**src/hdl/bftb_pkg.sv**
```systemverilog
// ----------------------------------------------------------------------------
// bftb_pkg
// Shared types, codes and constants of the bitmap font text blitter.
// ----------------------------------------------------------------------------
package bftb_pkg;

  // glyphs per font, printable code range, pen limit
  localparam int unsigned     GLYPHS     = 96;
  localparam logic [7:0]      FIRST_CODE = 8'd32;
  localparam logic [7:0]      LAST_CODE  = 8'd127;
  localparam logic [11:0]     PEN_MAX    = 12'd2047;

  // queue depths between the stages (powers of two)
  localparam int unsigned     CMD_DEPTH  = 4;
  localparam int unsigned     RES_DEPTH  = 4;

  // glyph geometry codes
  typedef enum logic [1:0] {
    GEOM_8X8  = 2'd0,
    GEOM_7X12 = 2'd1,
    GEOM_8X12 = 2'd2,
    GEOM_8X14 = 2'd3
  } font_e;

  // configuration register indexes
  typedef enum logic [1:0] {
    REG_FONT_SELECT   = 2'd0,
    REG_TEXT_COLOR    = 2'd1,
    REG_SCREEN_WIDTH  = 2'd2,
    REG_SCREEN_HEIGHT = 2'd3
  } reg_e;

  // request kinds
  typedef enum logic {
    REQ_LOAD = 1'b0,
    REQ_DRAW = 1'b1
  } req_e;

  // configuration register set
  typedef struct packed {
    logic [1:0]  font_select;
    logic [15:0] text_color;
    logic [11:0] screen_width;
    logic [11:0] screen_height;
  } cfg_t;

  // one input request as it arrives
  typedef struct packed {
    req_e               req_type;
    logic [1:0]         font_index;
    logic [6:0]         glyph_index;
    logic [3:0]         row_index;
    logic [7:0]         font_byte;
    logic [7:0]         char_code;
    logic               new_string;
    logic signed [11:0] x_pos;
    logic signed [11:0] y_pos;
  } in_t;

  // classified command handed from front to back
  typedef struct packed {
    req_e               kind;
    font_e              font;
    logic [6:0]         glyph;
    logic [3:0]         row;
    logic [7:0]         data;
    logic signed [11:0] pen_x;
    logic signed [11:0] pen_y;
  } cmd_t;

  // one drawn glyph row
  typedef struct packed {
    logic signed [11:0] row_x;
    logic signed [12:0] row_y;
    logic [7:0]         pixel_mask;
    logic [15:0]        pixel_color;
    logic               last_row;
  } res_t;

  // glyph width in pixels
  function automatic logic [3:0] glyph_cols(font_e f);
    logic [3:0] w;
    w = 4'd8;
    if (f == GEOM_7X12) begin
      w = 4'd7;
    end
    return w;
  endfunction

  // glyph height in rows
  function automatic logic [3:0] glyph_lines(font_e f);
    logic [3:0] h;
    case (f)
      GEOM_7X12: h = 4'd12;
      GEOM_8X12: h = 4'd12;
      GEOM_8X14: h = 4'd14;
      default:   h = 4'd8;
    endcase
    return h;
  endfunction

endpackage

```
**src/hdl/bftb_front.sv**
```systemverilog
// ----------------------------------------------------------------------------
// bftb_front
// Request intake: filters loads and codes, tracks the pen, queues commands.
// ----------------------------------------------------------------------------
module bftb_front
  import bftb_pkg::*;
#(
  parameter int unsigned FONT_COUNT = 4,
  parameter int unsigned GLYPH_ROWS = 16
) (
  input  logic       clk_i,
  input  logic       rst_ni,
  input  logic [1:0] font_select_i,
  input  logic       push_i,
  input  in_t        req_i,
  output logic       full_o,
  input  logic       cmd_full_i,
  output logic       cmd_push_o,
  output cmd_t       cmd_o
);

  logic               accept;
  logic               is_draw;
  logic               printable;
  logic               load_ok;
  font_e              font_eff;
  logic signed [11:0] pen_x_cur, pen_y_cur;
  logic [12:0]        pen_sum;
  logic signed [11:0] pen_adv;
  logic signed [11:0] pen_x_q, pen_x_d;
  logic signed [11:0] pen_y_q, pen_y_d;

  assign full_o  = cmd_full_i;
  assign accept  = push_i && !cmd_full_i;
  assign is_draw = (req_i.req_type == REQ_DRAW);

  // classification of the request
  always_comb begin
    printable = (req_i.char_code >= FIRST_CODE) && (req_i.char_code <= LAST_CODE);
    load_ok   = (32'(req_i.font_index) < FONT_COUNT)
             && (32'(req_i.glyph_index) < GLYPHS)
             && (32'(req_i.row_index) < GLYPH_ROWS);
    font_eff  = (32'(font_select_i) < FONT_COUNT) ? font_e'(font_select_i) : GEOM_8X8;
  end

  // pen position and saturating advance
  always_comb begin
    pen_x_cur = req_i.new_string ? req_i.x_pos : pen_x_q;
    pen_y_cur = req_i.new_string ? req_i.y_pos : pen_y_q;
    pen_sum   = {pen_x_cur[11], pen_x_cur} + {9'd0, glyph_cols(font_eff)};
    if (!pen_sum[12] && pen_sum[11]) begin
      pen_adv = PEN_MAX;
    end else begin
      pen_adv = pen_sum[11:0];
    end
    pen_x_d = pen_x_q;
    pen_y_d = pen_y_q;
    if (accept && is_draw) begin
      pen_x_d = printable ? pen_adv : pen_x_cur;
      pen_y_d = pen_y_cur;
    end
  end

  always_ff @(posedge clk_i or negedge rst_ni) begin
    if (!rst_ni) begin
      pen_x_q <= '0;
      pen_y_q <= '0;
    end else begin
      pen_x_q <= pen_x_d;
      pen_y_q <= pen_y_d;
    end
  end

  // command to the back end
  always_comb begin
    cmd_push_o  = accept && (is_draw ? printable : load_ok);
    cmd_o.kind  = req_i.req_type;
    cmd_o.font  = is_draw ? font_eff : font_e'(req_i.font_index);
    cmd_o.glyph = is_draw ? 7'(req_i.char_code - FIRST_CODE) : req_i.glyph_index;
    cmd_o.row   = req_i.row_index;
    cmd_o.data  = req_i.font_byte;
    cmd_o.pen_x = pen_x_cur;
    cmd_o.pen_y = pen_y_cur;
  end

endmodule

```
**config.mk**
```make
export PLATFORM = sky130hd
export DESIGN_NAME = bftb_front
export DESIGN_NICKNAME = d
export VERILOG_FILES = /design/src/hdl/bftb_pkg.sv /design/src/hdl/bftb_front.sv
export SDC_FILE = /design/constraint.sdc
export NUM_CORES = 1
export LEC_CHECK = 0
export ABC_AREA = 1
export ABC_CLOCK_PERIOD_IN_PS = 3600
export BUFFER_PORTS_ARGS = -buffer_cell sky130_fd_sc_hd__buf_2
export CAP_MARGIN = 20
export CORE_UTILIZATION = 48
export CTS_BUF_LIST = sky130_fd_sc_hd__clkbuf_2 sky130_fd_sc_hd__clkbuf_4 sky130_fd_sc_hd__clkbuf_8
export CTS_CLUSTER_SIZE = 25
export DETAILED_ROUTE_END_ITERATION = 8
export HOLD_SLACK_MARGIN = 0.08
export PLACE_DENSITY = 0.95
export REMOVE_ABC_BUFFERS = 1
export SETUP_SLACK_MARGIN = 0.15
export SLEW_MARGIN = 20
export SYNTH_ARGS = -nofsm -noshare
export SYNTH_HDL_FRONTEND = slang
export SYNTH_SLANG_ARGS = --single-unit
```
**constraint.sdc**
```tcl
create_clock -name clk_i -period 3.6 [get_ports clk_i]
set_clock_uncertainty 0.05 [all_clocks]
set_input_delay 0.18 -clock clk_i [delete_from_list [all_inputs] [get_ports clk_i]]
set_output_delay 0.18 -clock clk_i [all_outputs]
set_load 0.005 [all_outputs]
```
==> flow_summary_export.csv <==
group,metric,value,unit
global_route,overflow,0,
placed_design,gp_congestion,0.854,
yosys,synthAdderAreaFrac,3.40,%
floorplan,start_util,50.8,%
timing,setup_viol,0,
timing,final_max_slew_viol_count,0,
detailed_routing,routed_wl,5060,um
timing,fin_crit_sh,73.8,%
detailed_routing,wire_per_inst,11.6,um
timing,setup_tns,0,ps
setup_path,crit_path_start_kind,"input pin",
timing,finalHoldViolations,0,
final_layout,layout.cells.non_filler,435,
pwr,total_leakage_power,1.41,nW
final_layout,final_common_cell,"nand2_1",
global_route,antenna_found_initial,0,
global_route,grt_pass1_vias,1819,
cts,htreeDepth,1,
placed_design,io_buffers,84,
placed_design,hpwl,3750,um
floorplan,chipWidth,67.5,um
cts,cts-buffers-inserted,3,
yosys,synth_top_family_by_area,"simple AND/OR/NAND/NOR gates",
detailed_routing,drtIter0Drc,144,
global_route,grt_pass1_wl,7970,um
setup_path,critPathMaxFanout,48,
outcome,status,"completed",
detailed_routing,vias_per_cell,5.01,
timing,slew_headroom,58.0,%
cts,cts_sinks,24,
final_layout,antenna_cells,0,
yosys,postSynthCellCount,320,
yosys,synth_mux_area_share,0.485,%
final_layout,drive_gt1_share,30.6,%
setup_path,reg2reg_from,"pen_x_q[2]",
detailed_routing,vias,2179,
final_layout,syn_to_final_growth,19.8,%
hold_path,hp-class,"input pin to flip-flop",
cts,clk_root_buffer_cell,"clkbuf_8",
yosys,syn_area,2060,sq um
yosys,avgSynthCellArea,6.44,sq um
placed_design,place_inst,430,
cts,cts_tree,"done",
pwr,finalPower,932,uW
setup_path,crit_start,"req_i[24]",
detailed_routing,met1Wirelength,2200,um
detailed_routing,drc,0,
yosys,synth_xor_area_share,1.70,%
timing,final.min_clock_period,2660,ps
timing,finalWorstSetupSlack,944,ps
placed_design,dp_slack,702,ps
cts,clk_pin_slew,80,ps
setup_path,cp-endpoint,"pen_x_q[0]",
timing,clock.fmax,376,MHz
detailed_routing,wl_met3,386,um
final_layout,fin_nets,452,
setup_path,r2r_slack,980,ps
job,cap_violations,0,
yosys,synth_seq_area_share,29.1,%
setup_path,crit_type,"input pin to flip-flop",
floorplan,rows,23,
pwr,powerDensity,377,nW/um^2
yosys,yosys_warnings,0,
global_route,track_usage,23.3,%
cts,postCtsSetupBuffers,0,
detailed_routing,ant_nets,0,
cts,cts_buffer_depth,2,
setup_path,end_kind,"flip-flop",
yosys,synthSimpleGateAreaFrac,29.4,%
floorplan,die-area,4560,sq um
final_layout,mostFrequentLayoutCells,"nand2_1, buf_2, inv_1",
floorplan,io_pins,109,
yosys,yosysUniqueCellTypes,28,
global_route,grt_max_degree,49,
timing,rsz0062_at_grt,"no",
timing,tightest_slew,627,ps
detailed_routing,route.met2.wl,2430,um
yosys,ys_ff_latch,24,
pwr,vdd_drop_max,0.182,mV
setup_path,critPathRequiredTime,3750,ps
setup_path,r2r_end,"pen_x_q[0]",
cts,worstSkewPairLatency,280,ps
detailed_routing,dr.pass1.iters,4,
detailed_routing,routed.top_layer,"met4",
floorplan,fp.coreArea,4060,sq um
yosys,synth_compound_area_share,18.4,%
setup_path,cp_data_arrival_time,2800,ps
setup_path,worstRegToRegCells,12,
floorplan,die_h,67.5,um
metrics by stage:
step                      area (sq um)  hold slack (ps)  util [%]
after global routing              2470              237      60.9
after detailed placement          2390              146      58.9
after global placement            2390              137      58.9
final                             2470              202      60.9
after CTS                         2470              201      60.9
after floorplan                   1890             -166         -
Yosys cell counts, drive strengths merged:
cell type  instances  share of area, %
inv               49               8.9
a211oi             2              0.73
nand4              4               1.2
clkbuf             7               1.3
a21oi             19               6.6
ha                 4               2.4
clkinv             1              0.18
a31oi              1              0.30
fa                 1              0.97
or2                6               1.8
nand2            102                19
nor2              25               5.0
dfrtp             24                29
mux2i              1              0.49
nand3             11               2.7
buf               19               7.0
xor2               3               1.3
xnor2              1              0.42
o21ai             40                11
sequential cells by signal, summed over array words and instances (netlist names):
name,cells
pen_y_q,12
pen_x_q,12
cells by family (layout without fill, tap and decap cells):
kind of cell,Yosys count,in the layout
multiplexers,1,1
flip-flops,24,24
AND/OR/NAND/NOR,148,148
XOR/XNOR,4,4
adder cells (fa/ha/maj),5,5
AO/OA/AOI/OAI,62,62
buffers and inverters,76,141
how the worst min path moves through the flow:
stage | from | to | cells after the start
after floorplan | rst_ni | pen_x_q[0] | 0
after global routing | req_i[3] | pen_y_q[3] | 5
after detailed placement | rst_ni | pen_y_q[11] | 1
final | req_i[11] | pen_y_q[11] | 5
after global placement | rst_ni | pen_y_q[11] | 1
after CTS | req_i[11] | pen_y_q[11] | 5
critical path, cell delays in order:
cell	delay, ps
buf_2	90
buf_4	400
o21ai_0	270
ha_1	410
a21oi_1	220
nand2_1	100
nand2_1	80
nand2_1	160
nand3_1	140
nand3_1	70
nand2_1	60
nand2_1	350
a21oi_1	260
what timing repair did:
action	in CTS	in global routing
endpoints found under the hold margin	24	0
gates resized for setup	0	0
hold buffers	1	0
per-layer routing:
metal	vias to the layer above	GRT usage, %
met5	-	3.75
met4	0	7.18
met3	5	6.76
met2	82	37.4
met1	980	29.7
li1	1112	-
where the power goes:
group	total (mW)	internal (mW)	switching, mW
sequential	0.338	0.322	0.0168
clock	0.242	0.149	0.0935
combinational	0.351	0.141	0.210
cell type report:
class	count	area [sq um]
Inverter	50	188
Clock inverter	1	30.0
Timing Repair Buffer	87	445
Multi-Input combinational cell	220	1100
Clock buffer	3	41.3
Sequential cell	24	601
Tap cell	50	62.6
Fill cell	371	1590
Note: power is estimated with default switching activity, not from simulation.
