File: src/hdl/bftb_fifo.sv
// ----------------------------------------------------------------------------
// bftb_fifo
// Small register-based first-in first-out queue with an occupancy count.
// ----------------------------------------------------------------------------
module bftb_fifo #(
  parameter int unsigned WIDTH = 8,
  parameter int unsigned DEPTH = 4
) (
  input  logic                         clk_i,
  input  logic                         rst_ni,
  input  logic                         push_i,
  input  logic [WIDTH-1:0]             data_i,
  input  logic                         pop_i,
  output logic [WIDTH-1:0]             data_o,
  output logic                         full_o,
  output logic                         empty_o,
  output logic [$clog2(DEPTH+1)-1:0]   count_o
);

  localparam int unsigned PW = $clog2(DEPTH);
  localparam int unsigned CW = $clog2(DEPTH + 1);

  logic [WIDTH-1:0] slot_q [DEPTH];
  logic [PW-1:0]    wptr_q, wptr_d;
  logic [PW-1:0]    rptr_q, rptr_d;
  logic [CW-1:0]    count_q, count_d;
  logic             do_push, do_pop;

  // handshake qualification
  assign full_o  = (count_q == CW'(DEPTH));
  assign empty_o = (count_q == '0);
  assign count_o = count_q;
  assign do_push = push_i && !full_o;
  assign do_pop  = pop_i && !empty_o;
  assign data_o  = slot_q[rptr_q];

  // pointer and count update
  always_comb begin
    wptr_d  = do_push ? wptr_q + PW'(1) : wptr_q;
    rptr_d  = do_pop ? rptr_q + PW'(1) : rptr_q;
    count_d = count_q + CW'(do_push) - CW'(do_pop);
  end

  always_ff @(posedge clk_i or negedge rst_ni) begin
    if (!rst_ni) begin
      wptr_q  <= '0;
      rptr_q  <= '0;
      count_q <= '0;
    end else begin
      wptr_q  <= wptr_d;
      rptr_q  <= rptr_d;
      count_q <= count_d;
    end
  end

  // storage
  always_ff @(posedge clk_i) begin
    if (do_push) begin
      slot_q[wptr_q] <= data_i;
    end
  end

endmodule

File: config.mk
export PLATFORM = sky130hd
export DESIGN_NAME = bftb_fifo
export DESIGN_NICKNAME = d
export VERILOG_FILES = /design/src/hdl/bftb_fifo.sv
export SDC_FILE = /design/constraint.sdc
export NUM_CORES = 1
export LEC_CHECK = 0
export BUFFER_PORTS_ARGS = -buffer_cell sky130_fd_sc_hd__buf_2
export CAP_MARGIN = 10
export CORE_ASPECT_RATIO = 1.75
export CORE_MARGIN = 1
export CORE_UTILIZATION = 49
export DETAILED_ROUTE_END_ITERATION = 6
export PLACE_DENSITY = 0.74
export SLEW_MARGIN = 10
export SYNTH_ARGS = -nofsm -noshare
export SYNTH_HDL_FRONTEND = slang
export SYNTH_SLANG_ARGS = --single-unit
File: constraint.sdc
create_clock -name clk_i -period 1.9 [get_ports clk_i]
set_input_delay 0 -clock clk_i [delete_from_list [all_inputs] [get_ports clk_i]]
set_output_delay 0 -clock clk_i [all_outputs]
set_load 0.005 [all_outputs]
==> results of run 1 <==
[metal layers]
layer,up-vias,GRT usage [%]
met1,480,16.6
met4,0,10.0
met2,20,31.0
met5,-,0
li1,415,-
met3,7,5.06
[what timing repair did]
item	in CTS	in global routing
setup buffers	0	1
setup endpoints to repair	1	2
resized for setup	0	7
hold endpoints to repair	39	0
pin swaps	0	6
hold buffers	9	0
[area by class of cell]
class	instances	area (um2)
Inverter	6	22.5
Sequential cell	39	1140
Timing Repair Buffer	42	278
Fill cell	230	1060
Clock buffer	7	86.3
Multi-Input combinational cell	36	500
Tap cell	43	53.8
Clock inverter	1	5.00
[cells in the final DEF, fill, tap and decap left out, drive strengths merged]
| cell type | synthesis | routed |
|---|---|---|
| clkinv | 0 | 1 |
| mux4 | 8 | 8 |
| fa | 1 | 1 |
| edfxtp | 32 | 32 |
| nand2b | 4 | 4 |
| nor3 | 1 | 1 |
| nand4bb | 2 | 2 |
| clkbuf | 1 | 7 |
| buf | 1 | 33 |
| dfrtp | 7 | 7 |
| o31ai | 1 | 1 |
| nand2 | 1 | 1 |
| nor3b | 1 | 1 |
| ha | 6 | 6 |
| and3b | 4 | 4 |
| inv | 6 | 6 |
| o311ai | 1 | 1 |
| xnor2 | 4 | 4 |
| o211ai | 2 | 2 |
| dlygate4sd3 | 0 | 9 |
[worst register-to-register path, stage by stage (launching register included)]
cell and delay (ps):
dfrtp_2 460, o31ai_4 270, inv_2 70, ha_4 260, inv_2 40, ha_4 150, fa_2 370, xnor2_2 150
xnor2_1 160
[registers in the layout (all words and copies together), names as in the netlist]
register and count:
count_o 3, rptr_q 2, slot_q 32, wptr_q 2
[per-stage QoR]
step	util (%)	instances	TNS (ps)	power, W
after floorplan	-	83	-71.1	0.00197
after global placement	59.3	156	-9.50	0.00234
after detailed placement	59.3	156	-81.3	0.00241
after CTS	65.1	173	-97.9	0.00297
after global routing	66.4	174	-165	0.00320
final	66.4	174	-101	0.00302
[cell families (layout without fill, tap and decap cells)]
logic type / count (synthesis) / after routing / share of synthesized area (%)
flops: 39 / 39 / 70.0
simple gates: 13 / 13 / 6.78
mux: 8 / 8 / 11.1
buf+inv: 8 / 56 / 2.16
fa+ha+maj: 7 / 7 / 5.86
compound gates: 4 / 4 / 1.93
xor+xnor: 4 / 4 / 2.16
[power by group through the flow]
stage          sequential (W)  clock (W)  combinational [W]
2_1_floorplan         0.00131          0           0.000663
3_3_place_gp          0.00138          0           0.000958
3_5_place_dp          0.00140          0            0.00100
4_1_cts               0.00139   0.000567            0.00102
5_1_grt               0.00141   0.000602            0.00119
6_report              0.00138   0.000555            0.00109
[worst max path at each step]
stage | endpoint | cells after the start | slack (ps) | startpoint
final | count_o[2]$_DFF_PN0_ | 8 | -100 | count_o[1]$_DFF_PN0_
after global routing | count_o[2]$_DFF_PN0_ | 8 | -160 | count_o[1]$_DFF_PN0_
after CTS | count_o[2]$_DFF_PN0_ | 8 | -100 | count_o[2]$_DFF_PN0_
after detailed placement | count_o[2]$_DFF_PN0_ | 8 | -80 | count_o[2]$_DFF_PN0_
after global placement | count_o[2]$_DFF_PN0_ | 8 | -9 | count_o[2]$_DFF_PN0_
after floorplan | count_o[2]$_DFF_PN0_ | 8 | -70 | count_o[2]$_DFF_PN0_
==> run metrics, run 1 <==
Worst-path clk slew=70 ps; slowest CP cell=dfrtp_2; total CTS buffers=5; area of placed instances=1860 um2; first-pass GRT wire length=4.17 mm; Hold Slack=32.0 ps; power share of the clock group=18.4%; Worst Hold Endpoint=wptr_q[1]$_DFFE_PN0P_; post-route ant nets=0; area of the die=3550 um2; cell with the most instances after synthesis=edfxtp_1; share of power burned in registers=45.5%; Via density=5.30; hold path start=push_i; slew margin rel.=64.5%; hold path depth=3; uppermost layer routed=met4; Critical Path, Cell by Cell=o31ai_4 > inv_2 > ha_4 > inv_2 > ha_4 > fa_2 > xnor2_2 > xnor2_1; Post-Syn Area=1620 um2; total of max-cap violations=0; net switching power=0.000920 W; largest cells by area after synthesis=edfxtp_1 59%, mux4_2 11%, dfrtp_1 11%; post-synthesis cell type count=18; final-report hold violation count=0; # DRC=0; RSZ-0062 raised after global routing=true; reg2reg path depth=8; share of cells above drive strength 1=45.0%; fmax=500 MHz; register area share after synthesis=70.0%; total clock sinks=39; I/O Buffers=24; pwr dens=1450 nW/um2; worst-margin pin slew=533 ps; Mapped Cells=83; WL final=2.69 mm; asr flop ratio synth=17.9%; number of enable flip-flop cells after synthesis=32; min-delay worst type=in -> reg; area delta synth->final=28.5%; status=finished with violations; Yosys top cell area share=59.2%; Final min period=2000 ps; reg-to-reg slack, setup=-100 ps; Die Y=78.1 um; CTS tree=done; CP Data Required Time=2110 ps; clk buf depth=2; Initial Util=51.7%; CP Capture Type=flop; Final Slew Violations=0; Max Fanout on Critical Path=3; final worst slack=-101 ps; clk_lat worst skew=290 ps; design area=2090 um2; area of the core=3140 um2; Switching Share=30.5%; Rows=27; chip width=45.5 um; clk root buf=clkbuf_8; synth cell count leaders=32 x edfxtp_1, 8 x mux4_2, 7 x dfrtp_1; worst path buffer plus inverter count=2; crit path kind=reg -> reg; initial antenna violation count=0; Largest delay share family, worst path=adder cells; nets@finish=149; vias in the first global route=933; failing checks=setup timing; 1st-pass router iterations=4; setup violators final=1; leak pwr=0.800 nW; Diodes inserted=0; predominant post-synthesis flop cell=edfxtp_1; r2r startpoint=count_o[1]$_DFF_PN0_; Int Power=0.00210 W; peak supply drop=0.000897 V; pin count of the biggest net entering global routing=13; Total Routing Usage GR=17.5%; Detail Route met3 WL=99 um; syn nets=102; CTS HTree Levels=2; gp weighted congestion=0.744; Synth Warn #=0; Startpoint Class=flop; Tcrit/Tclk final=105%; Clock Skews=9.95 ps; Post-Route M1 WL=928 um; WL/cell=15.5 um; slowest stage delay, CP=460 ps; worst reg2reg endpoint=count_o[2]$_DFF_PN0_; met2 routed WL=1.60 mm; area leader, netlist=edfxtp_1; Iteration-0 DRC Markers=27; register bit total from synthesis=39; GRT overflow=0; Mean Syn Cell Area=19.6 um2; vias=922; HPWL reported at the end of detailed placement=1.94 mm; Ports=25; Combinational Power Share=36.1%; WP data arrival=2210 ps; worst slack at placement=-81.3 ps
No activity file was read; power rests on OpenSTA's default activity.
==> run 2: changes to the inputs <==
--- a/config.mk
+++ b/config.mk
@@ -6,5 +6,5 @@
 export NUM_CORES = 1
 export LEC_CHECK = 0
-export BUFFER_PORTS_ARGS = -buffer_cell sky130_fd_sc_hd__buf_2
+export BUFFER_PORTS_ARGS = -buffer_cell sky130_fd_sc_hd__buf_4
 export CAP_MARGIN = 10
 export CORE_ASPECT_RATIO = 1.75
==> constraint.sdc (replaced) <==
create_clock -name clk_i -period 1.9 [get_ports clk_i]
set_input_delay 0 -clock clk_i [delete_from_list [all_inputs] [get_ports clk_i]]
set_output_delay 0 -clock clk_i [all_outputs]
set_load 0.02 [all_outputs]
==> run 2 against run 1 <==
Highest routed layer unchanged; the flow still finishes with violations (setup timing); die area did not move; cell area rose by 3.7%; largest cell class unchanged; total power is 9.9% higher; final cell count unchanged.
==> run metrics, run 2 (synthesized netlist as in run 1, its figures left out) <==
status=finished with violations; failing checks=setup timing; slowest CP cell=dfrtp_2; Clock Skews=5.08 ps; WP data arrival=2180 ps; Final Util=68.9%; area delta synth->final=33.3%; pin count of the biggest net entering global routing=12; area of the core=3140 um2; Fill cells=237; vias in the first global route=921; leak pwr=0.822 nW; Hold Slack=42.8 ps; reg2reg path depth=8; area occupied by multi-input gates=508 um2; 1st-pass router iterations=4; final-report hold violation count=0; initial antenna violation count=0; Startpoint Class=flop; clk buf depth=2; WP depth=8; slowest stage delay, CP=430 ps; fmax=498 MHz; # DRC=0; Max Fanout on Critical Path=2; Diodes inserted=0; Final Slew Violations=0; final worst slack=-107 ps; Via density=5.11; max reg flops=32; Largest delay share family, worst path=adder cells; I/O Buffers=24; slew margin rel.=71.2%; pwr dens=1540 nW/um2; clk_lat worst skew=280 ps; area of the die=3550 um2; share of cells above drive strength 1=45.0%; worst slack at placement=-71.6 ps; Rows=27; hold path depth=3; crit path kind=reg -> reg; worst-margin pin slew=432 ps; register area=1140 um2; vias=890; chip width=45.5 um; worst path buffer plus inverter count=2; total of max-cap violations=0; total clock sinks=39; total CTS buffers=5; min-delay worst type=in -> reg; Critical Path, Cell by Cell=o31ai_4 > inv_2 > ha_4 > inv_2 > ha_4 > fa_2 > xnor2_2 > xnor2_1; gp weighted congestion=0.707; largest register by flop count=slot_q; Initial Util=51.7%; first-pass GRT wire length=4.03 mm; CP Capture Type=flop; area of placed instances=1930 um2; peak supply drop=0.000965 V; setup violators final=1; total power=0.00332 W; GRT overflow=0; Die Y=78.1 um; clk root buf=clkbuf_8; Tcrit/Tclk final=106%; CTS HTree Levels=2; Iteration-0 DRC Markers=13; Final min period=2010 ps; nets@finish=149; CP Data Required Time=2070 ps; Total Routing Usage GR=17.1%; WL final=2.62 mm; Ports=25; most common cell after layout, fill and taps aside=edfxtp_1; design area=2160 um2; HPWL reported at the end of detailed placement=1.89 mm; WL/cell=15.1 um; CTS tree=done; commonest non-fill, non-tap cells in the layout=32 x edfxtp_1, 30 x buf_4, 9 x dlygate4sd3_1; post-route ant nets=0; RSZ-0062 raised after global routing=true; Worst-path clk slew=70 ps
-- run 2: power breakdown --
part	switching [W]	total (W)	internal (W)
logic	0.000679	0.00147	0.000795
registers	0.000175	0.00134	0.00117
clock network	0.000252	0.000509	0.000257
-- run 2: worst paths after layout --
kind / from / endpoint / slack [ps]
setup / recovery: count_o[1]$_DFF_PN0_ / count_o[2]$_DFF_PN0_ / -110
hold / removal: push_i / wptr_q[1]$_DFFE_PN0P_ / 40
setup reg to reg: count_o[1]$_DFF_PN0_ / count_o[2]$_DFF_PN0_ / -110
hold reg to reg: wptr_q[1]$_DFFE_PN0P_ / wptr_q[1]$_DFFE_PN0P_ / 610
max in group asynchronous: rst_ni / count_o[0]$_DFF_PN0_ / 1700
min in group asynchronous: rst_ni / wptr_q[0]$_DFFE_PN0P_ / 60
-- run 2: what timing repair did --
| action | in CTS | in global routing |
|---|---|---|
| resized for setup | 2 | 7 |
| endpoints found under the setup margin | 2 | 2 |
| setup buffers | 0 | 1 |
| hold buffers | 9 | 0 |
| endpoints found under the hold margin | 39 | 0 |
| pin swaps | 0 | 6 |
-- run 2: worst reg2reg max path, cell delays in order, from the launching register on --
cell and delay (ps):
dfrtp_2 430, o31ai_4 300, inv_2 80, ha_4 260, inv_2 40, ha_4 150
fa_2 370, xnor2_2 150, xnor2_1 130
-- run 2: layer usage --
metal  share of wire [%]  track usage [%]  up-vias
li1                    -                -      413
met1                  35             14.8      448
met2                  59             31.6       21
met3                 3.2             4.14        8
met4                 3.0             10.9        0
met5                   0                0        -
-- run 2: layout make-up --
class | instances | share of cell area [%]
clock buffers | 7 | 3.53
repair buffers | 42 | 16.5
clock inverters | 1 | 0.231
well taps | 43 | 2.49
flip-flops and latches | 39 | 52.7
multi-input cells | 36 | 23.5
inverters | 6 | 1.04
-- run 2: per-stage QoR --
stage | TNS, ps | instances
final | -107 | 174
after global routing | -210 | 174
after detailed placement | -75.3 | 156
after CTS | -92.9 | 173
after floorplan | -294 | 83
after global placement | 0 | 156
==> run 3: changes to the inputs <==
- SETUP_SLACK_MARGIN: default -> 0.4
==> run 3 against run 2 <==
Clock power increased by 0.8%; first-iteration DRC count is 15% lower; critical path type unchanged; the flow still finishes with violations (setup timing); via count increased by 4.5%; largest cell class unchanged; fmax grew 3.0%; count of clock-buffer cells in the layout unchanged.
==> run metrics, run 3 (synthesized netlist as in run 1, its figures left out) <==
Startpoint Class=flop; CTS tree=done; RSZ-0062 raised after global routing=true; Total Routing Usage GR=19.7%; CTS HTree Levels=2; uppermost layer routed=met4; register area=1140 um2; area of the core=3140 um2; area of the die=3550 um2; Die Y=78.1 um; total CTS buffers=5; status=finished with violations; Max Fanout on Critical Path=2; commonest non-fill, non-tap cells in the layout=32 x edfxtp_1, 24 x buf_4, 12 x buf_6; clk root buf=clkbuf_8; most common cell after layout, fill and taps aside=edfxtp_1; clk buf depth=2; crit path kind=reg -> reg; Clock Skews=7.52 ps; Fill cells=200; CP Capture Type=flop; total power=0.00353 W; Initial Util=51.7%; largest register by flop count=slot_q; area occupied by multi-input gates=513 um2; 1st-pass router iterations=4; chip width=45.5 um; reg-to-reg slack, setup=-50 ps; final-report hold violation count=0; # DRC=0; Most common cell on crit path=ha_4; pwr dens=1580 nW/um2; total of max-cap violations=0; I/O Buffers=24; Final min period=1950 ps; post-route ant nets=0; Via density=5.22; GRT overflow=0; Detail Route met3 WL=120 um; slew margin rel.=71.3%; failing checks=setup timing; final setup TNS=-47.4 ps; WL final=2.93 mm; setup violators final=1; Worst-path clk slew=70 ps; Final Slew Violations=0; vias=930; worst-margin pin slew=431 ps; vias in the first global route=1025; fmax=514 MHz; max reg flops=32; slowest stage delay, CP=430 ps; final worst slack=-47.4 ps; Diodes inserted=0; share of cells above drive strength 1=50.4%; WL/cell=16.4 um; met2 routed WL=1.77 mm; pin count of the biggest net entering global routing=12; Hold Slack=45.8 ps; Rows=27; worst slack at placement=-94.2 ps; Iteration-0 DRC Markers=11; clk_lat worst skew=280 ps; HPWL reported at the end of detailed placement=1.99 mm; nets@finish=153; initial antenna violation count=0; peak supply drop=0.00121 V; slowest CP cell=dfrtp_2; worst path buffer plus inverter count=2; area delta synth->final=37.9%; first-pass GRT wire length=4.73 mm; Post-Route M1 WL=1.00 mm; Ports=25; min-delay worst type=in -> reg; Largest delay share family, worst path=adder cells; total clock sinks=39; CP Data Required Time=2080 ps; leak pwr=0.851 nW; gp weighted congestion=0.673; Critical Path, Cell by Cell=buf_6 > nor3b_4 > nand2b_4 > ha_4 > inv_2 > ha_4 > fa_2 > xnor2_2 > xnor2_1; WP data arrival=2120 ps; Tcrit/Tclk final=102%
## run 3: what timing repair did
item,in CTS,in global routing
hold buffers,9,0
pin swaps,1,0
buffers inserted,4,0
gates resized for setup,19,5
endpoints found under the setup margin,43,43
endpoints found under the hold margin,39,0
## run 3: routing by layer
metal  vias up  track usage [%]
met4         0             8.48
met1       468             19.4
met2        35             35.9
met5         -                0
met3         6             5.29
li1        421                -
## run 3: worst paths after layout
path                                       start                     to  cells after the start
max in group asynchronous                 rst_ni  rptr_q[0]$_DFFE_PN0P_                      2
setup reg to reg            count_o[1]$_DFF_PN0_   count_o[2]$_DFF_PN0_                      9
hold reg to reg            wptr_q[1]$_DFFE_PN0P_  wptr_q[1]$_DFFE_PN0P_                      2
min in group asynchronous                 rst_ni   count_o[0]$_DFF_PN0_                      2
setup / recovery            count_o[1]$_DFF_PN0_   count_o[2]$_DFF_PN0_                      9
hold / removal                             pop_i  rptr_q[1]$_DFFE_PN0P_                      3
## run 3: area by class of cell
class / count / area share [%]
flip-flops and latches: 39 / 51.0
multi-input cells: 36 / 22.9
repair buffers: 46 / 19.0
clock buffers: 7 / 3.41
well taps: 43 / 2.40
inverters: 6 / 1.01
clock inverters: 1 / 0.224
## run 3: worst min-delay path, delay by kind of cell
kind / cells / cell delay [ps]
compound gates: 1 / 100
xor+xnor: 1 / 60
buf+inv: 1 / 130
## run 3: report_power, final
group          leakage [nW]  internal (W)  switching [W]
Combinational         0.437      0.000944       0.000731
Clock                0.0422      0.000257       0.000256
Sequential            0.371       0.00117       0.000174
Total                 0.851       0.00237        0.00116
## run 3: metrics by stage
stage / std cells / utilization [%] / cell area (um2)
after floorplan: 83 / - / 1640
after global placement: 157 / 61.7 / 1940
after detailed placement: 157 / 61.7 / 1940
after CTS: 178 / 70.6 / 2220
after global routing: 178 / 71.2 / 2240
final: 178 / 71.2 / 2240
